===== src/ffsga_pkg.sv =====
`timescale 1ns / 1ps

package ffsga_pkg;

	// Default grid and square limits
	localparam int DEF_MAX_COLUMNS = 64;
	localparam int DEF_MAX_ROWS    = 64;
	localparam int DEF_MAX_SIDE    = 8;

	// Fixed field widths
	localparam int SIDE_W  = 4;
	localparam int CFG_W   = 7;
	localparam int COORD_W = 6;
	localparam int CNT_W   = 4;
	// Width for row and column arithmetic that must not wrap
	localparam int IDX_W   = 9;

	// Configuration register indexes
	localparam int CFG_IDX_W = 1;
	localparam logic [CFG_IDX_W-1:0] REG_GRID_COLUMNS = 1'b0;
	localparam logic [CFG_IDX_W-1:0] REG_GRID_ROWS    = 1'b1;

	// Register values after reset
	localparam logic [CFG_W-1:0] COLS_RESET = 7'd38;
	localparam logic [CFG_W-1:0] ROWS_RESET = 7'd64;

	// Controller to datapath commands
	typedef struct packed {
		logic take_in;
		logic init;
		logic scan;
		logic set_zero;
		logic set_miss;
		logic set_hit;
		logic mark_rd;
		logic mark_wr;
		logic load_out;
	} ffsga_cmd_t;

	// Datapath to controller status
	typedef struct packed {
		logic side_zero;
		logic side_bad;
		logic hit;
		logic miss;
		logic mark_last;
	} ffsga_sts_t;

endpackage


===== src/ffsga_ctrl.sv =====
`timescale 1ns / 1ps

module ffsga_ctrl (
	input  logic                  clk,
	input  logic                  arst_n,
	input  logic                  in_valid,
	output logic                  in_ready,
	output logic                  out_valid,
	input  logic                  out_ready,
	input  ffsga_pkg::ffsga_sts_t sts,
	output ffsga_pkg::ffsga_cmd_t cmd
);

	localparam logic [2:0] ST_IDLE    = 3'd0;
	localparam logic [2:0] ST_CHECK   = 3'd1;
	localparam logic [2:0] ST_SCAN    = 3'd2;
	localparam logic [2:0] ST_MARK_RD = 3'd3;
	localparam logic [2:0] ST_MARK_WR = 3'd4;
	localparam logic [2:0] ST_DONE    = 3'd5;

	logic [2:0] state_q;
	logic [2:0] state_d;
	logic       out_valid_q;
	logic       out_free;

	assign in_ready  = (state_q == ST_IDLE);
	assign out_valid = out_valid_q;
	assign out_free  = !out_valid_q || out_ready;

	// Sequence one request: check, scan if the side fits, mark on a hit, hand off
	always_comb begin
		cmd     = '0;
		state_d = state_q;
		case (state_q)
			ST_IDLE: begin
				if (in_valid) begin
					cmd.take_in = 1'b1;
					state_d     = ST_CHECK;
				end
			end
			ST_CHECK: begin
				cmd.init = 1'b1;
				if (sts.side_zero) begin
					cmd.set_zero = 1'b1;
					state_d      = ST_DONE;
				end else if (sts.side_bad) begin
					cmd.set_miss = 1'b1;
					state_d      = ST_DONE;
				end else begin
					state_d = ST_SCAN;
				end
			end
			ST_SCAN: begin
				cmd.scan = 1'b1;
				if (sts.hit) begin
					cmd.set_hit = 1'b1;
					state_d     = ST_MARK_RD;
				end else if (sts.miss) begin
					cmd.set_miss = 1'b1;
					state_d      = ST_DONE;
				end
			end
			ST_MARK_RD: begin
				cmd.mark_rd = 1'b1;
				state_d     = ST_MARK_WR;
			end
			ST_MARK_WR: begin
				cmd.mark_wr = 1'b1;
				state_d     = sts.mark_last ? ST_DONE : ST_MARK_RD;
			end
			ST_DONE: begin
				if (out_free) begin
					cmd.load_out = 1'b1;
					state_d      = ST_IDLE;
				end
			end
			default: begin
				state_d = ST_IDLE;
			end
		endcase
	end

	// Advance state
	always_ff @(posedge clk or negedge arst_n) begin
		if (!arst_n) begin
			state_q <= ST_IDLE;
		end else begin
			state_q <= state_d;
		end
	end

	// Hold the result beat until the receiver takes it
	always_ff @(posedge clk or negedge arst_n) begin
		if (!arst_n) begin
			out_valid_q <= 1'b0;
		end else if (cmd.load_out) begin
			out_valid_q <= 1'b1;
		end else if (out_ready) begin
			out_valid_q <= 1'b0;
		end
	end

endmodule


===== config.mk =====
export PLATFORM = sky130hd
export DESIGN_NAME = ffsga_ctrl
export DESIGN_NICKNAME = d
export VERILOG_FILES = /design/src/ffsga_pkg.sv /design/src/ffsga_ctrl.sv
export SDC_FILE = /design/constraint.sdc
export NUM_CORES = 1
export LEC_CHECK = 0
export BUFFER_PORTS_ARGS = -buffer_cell sky130_fd_sc_hd__buf_4
export CAP_MARGIN = 10
export CELL_PAD_IN_SITES_DETAIL_PLACEMENT = 0
export CELL_PAD_IN_SITES_GLOBAL_PLACEMENT = 1
export CORE_AREA = 4 4 41 43
export CTS_BUF_LIST = sky130_fd_sc_hd__clkbuf_16
export CTS_CLUSTER_DIAMETER = 60
export DETAILED_ROUTE_END_ITERATION = 10
export DIE_AREA = 0 0 45 47
export PLACE_DENSITY_LB_ADDON = 0.1
export RECOVER_POWER = 25
export REMOVE_ABC_BUFFERS = 1
export SKIP_CTS_REPAIR_TIMING = 1
export SYNTH_ARGS = -nofsm -noshare
export SYNTH_HDL_FRONTEND = slang
export SYNTH_SLANG_ARGS = --single-unit

===== constraint.sdc =====
create_clock -name clk -period 2.3 [get_ports clk]
set_input_delay 0.345 -clock clk [delete_from_list [all_inputs] [get_ports clk]]
set_output_delay 0.345 -clock clk [all_outputs]
set_load 0.01 [all_outputs]

# ---- Word level (Yosys, flattened, before mapping)
# Cells that the tools add are included.
dict set report totals {
  inputBits 9
  output_inout_bits 11
  ff_bits 4
}
dict set report classes {
  n_reduce_logical 5
  n_eq_ne 8
  mux 27
}
# cell n
set ops {}
lappend ops {{$mux 3} 7}
lappend ops {{$mux 1} 18}
lappend ops {{$pmux 3 s6} 1}
lappend ops {{$eq 3x2->1 const B} 2}
lappend ops {{$eq 3x3->1 const B} 2}
lappend ops {{$ne 2x2->1 const B} 2}
lappend ops {{$eq 3x1->1 const B} 1}
lappend ops {{$logic_not 3->1} 1}
lappend ops {{$ne 3x3->1 const B} 1}
lappend ops {{$reduce_and 3->1} 1}
lappend ops {{$pmux 1 s2} 1}
lappend ops {{$reduce_bool 2->1} 1}
lappend ops {{$logic_not 1->1} 1}
lappend ops {{$logic_or 1x1->1} 1}

# ---- Longest topological paths before layout
dict set report depth {
  depth_word 5
  mapped_depth 4
  ltp_nobuf 3
}

# ---- Worst setup path after synthesis
# OpenSTA, ideal clock, no wires.
dict set report synth_timing {
  path_kind {reg2out}
  from {reg state_q[0]}
  to {out cmd[4] (netlist bit)}
  t_arrival_ns 1.069
  stages_incl_launch_ff 4
  slack_ns 0.886
  cell_sequence {dfrtp_1 buf_4 nor3b_2 a32o_1}
}
# element line_no
set synth_rtl {}
lappend synth_rtl {{start: declaration} ffsga_ctrl.sv:21} ;# logic [2:0] state_q;
lappend synth_rtl {{start signal: assignment} ffsga_ctrl.sv:88} ;# state_q <= state_d;
lappend synth_rtl {{end: declaration} ffsga_ctrl.sv:11} ;# output ffsga_pkg::ffsga_cmd_t cmd

==> results.txt <==
* Slew of the pin with the lowest slew margin: 0.5012 ns
- Endpoint of the lowest-slack register-to-register path: state_q[2]
* Reg-to-reg slack, setup: 1.00 ns
- Measured along the y axis, the die boundary spans 47 um.
- Critical path launch point: state_q[0]
* Leakage power summed over all cells: 0.2784 nW
- Placement-stage cell area: 520.5 um2
- For this run, the slowest stage of the critical path takes 0.64 ns.
- Slowest cell on crit path: dfrtp_1
- Most used cells in the layout excluding fill and tap cells: buf_4 (18), nand2b_1 (4), nor2_1 (4), dfrtp_1 (4)
- Via count of the first global-routing pass: 432
- On the critical path the largest part of the delay comes from flip-flops.
* Total of endpoints with negative setup slack in the final report: 0
* Total negative slack: 0 ns
- The die covers 0.002115 mm2.
* Cell total after placement: 74
* Area of the core: 0.001301 mm2
* Clock root cell: clkbuf_16
- The worst path uses 77.67% of the clock period.
- Yosys mapped a number of flops with a built-in enable equal to 0.
- Of all flip-flops after synthesis, the portion carrying an async set or reset was 100.0%.
* Number of buffers between clock root and the deepest sink: 2
* Number of max-slew violations in the final report: 0
- Synthesis-to-layout area growth: 57.19%
* Final RePlAce weighted congestion: 0.6687
* Post-synthesis cell area: 382.9 um2
- Ys flop type: dfrtp_1
- In the final routed layout, each cell accounts on average for 12.92 um.
- The flow ran to the end, and the final reports show no timing, DRC or antenna violations.
* Data required time at the worst endpoint: 1.96 ns
- Capturing instance or port of the critical path: cmd[4]
* Cells traversed along the worst timing path: inv_2, nor3_2, a32o_1, buf_4
- Counting every instance in the synthesized netlist gives 43.
- The worst setup path is captured at an output port.
- The total overflow left after global routing is 0.
- CP Depth: 4
- In this run the tightest slew margin relative to its limit is 66.59%.
- Io pins: 20
- STA classifies the critical path startpoint as a flip-flop.
- Register clock-pin slew on the reported worst setup and hold paths: 0.03 ns
* Antenna violations before repair: 0
* All-layer global routing usage: 11.97%
- Total vias in the final route: 393
- After synthesis, flip-flops and latches occupy 26.14% of the total area.
* Avg Synthesized Cell Area: 8.904 um2
* Number of warnings printed during yosys synthesis: 0
- Count of final hold-check violations: 0
- Worst Setup Path Type: reg -> out
- Drt pass-1 iters: 4
- Clock skew on the completed layout was measured at 0.0002753 ns.
- Leading cell type in the layout, fill and taps excluded: buf_4
- Die Span X: 45 um
* CTS sink cnt: 4
- Average vias per placed instance: 5.038
- Site row count: 13
- Synth unique cells: 28
- Total detailed-routing wirelength: 1.008 mm
- The detail route stage leaves a number of antenna-violating nets equal to 0.
- Power spread over the standard cell area amounts to 1439 mW/mm2.
- The initial utilization of the core area, before any placement, comes to 29.42%.
* Max_cap viols: 0
* Critical Path AT: 1.44 ns
- With fillers left out, the area of the finished cells amounts to 601.8 um2.
- In the final layout, the share of cells above drive strength 1 is 42.86%.
* Cell depth of the worst flop-to-flop path: 3
- The HPWL after detailed placement is 727.9 um.
- Clock latency on the worst-skew pair, taken at its later pin, is 0.22 ns.
* Buffering stage count on the worst path with inverters included: 2
- TritonCTS built the clock tree.
- Synthesis inferred 4 register bits.
* Worst IR drop on VDD: 0.5740 mV
* Maximum number of pins on one net before global-route repair: 16
- In this run the number of H-tree levels came out at 1.
- First-pass GRT wire length: 1.766 mm
- Setup repair after global routing left no endpoint under its margin.
- Along the worst path, the maximum fanout reaches 15.
- Number of input and output port buffers inserted: 19
- Maximum clock rate: 0.5598 GHz
* DRC violations left: 0
- Type of the worst min-delay path: in -> reg
* Crit Reg-Reg Startpoint: state_q[0]
- 0 antenna diodes ended up in the layout.
- Violation count after the first detailed-route iteration: 3
- For the finished layout, the period the worst path requires is 1.786 ns.
* Number of buffers inserted during clock tree synthesis: 3
- Final Instance Count excl. Fillers: 78
* Number of nets in the finished design: 74
[cells by family after synthesis]
group	synth area share (%)
AOI/OAI and AO/OA	24.84
buffers and inverters	8.167
DFF	26.14
and+or+nand+nor	38.23
muxes	2.614
[how the worst min path moves through the flow]
stage | startpoint | to | slack (ns) | cells past startpoint
floorplan | arst_n | out_valid | 0.05 | 0
global placement | arst_n | state_q[2] | 0.14 | 1
detailed placement | arst_n | state_q[1] | 0.14 | 1
CTS | arst_n | out_valid | -0.09 | 1
global route | sts[0] | state_q[1] | 0.33 | 2
finish | sts[0] | state_q[1] | 0.33 | 2
[power breakdown]
| part | internal (mW) | leakage [nW] | switching (mW) |
|---|---|---|---|
| clock network | 0.222 | 0.0370 | 0.0483 |
| registers | 0.103 | 0.0501 | 0.106 |
| logic | 0.218 | 0.191 | 0.168 |
[registers in the layout, indices dropped and copies added (netlist names)]
signal / flops
out_valid: 1
state_q: 3
[cell usage after synthesis (2+ instances only)]
cell,number,area share (%)
dfrtp_1,4,26
nand2b_1,4,6.5
nor2_1,4,3.9
nor2b_1,3,4.9
and2_1,2,3.3
nor3_1,2,2.6
nor3_2,2,5.2
o21a_1,2,3.9
[layer usage]
layer	up-vias	wire length (um)	GRT usage, %
li1	199	-	-
met1	179	458	14.48
met2	15	480	18.08
met3	0	69	2.299
met4	0	0	10.53
met5	-	0	0
[stage by stage]
step                      utilization [%]  setup WS (ns)  total power [mW]  hold WS (ns)
after floorplan                         -         0.8444            0.4251       0.04941
after CTS                           45.77         0.4955            0.8770      -0.09177
final                               46.25         0.5136            0.8659        0.3309
after detailed placement            40.00         0.7393            0.5983        0.1422
after global routing                46.25         0.3917            0.9336        0.3322
after global placement              40.00         0.7227            0.5998        0.1433
[final cells by class]
cell class	count	area, um2
clock buffers	3	75.07
fillers	139	699.4
inverters	2	7.507
multi-input cells	34	251.5
flip-flops and latches	4	100.1
well taps	15	18.77
repair buffers	20	148.9
Power figures use the tool's default switching activity.
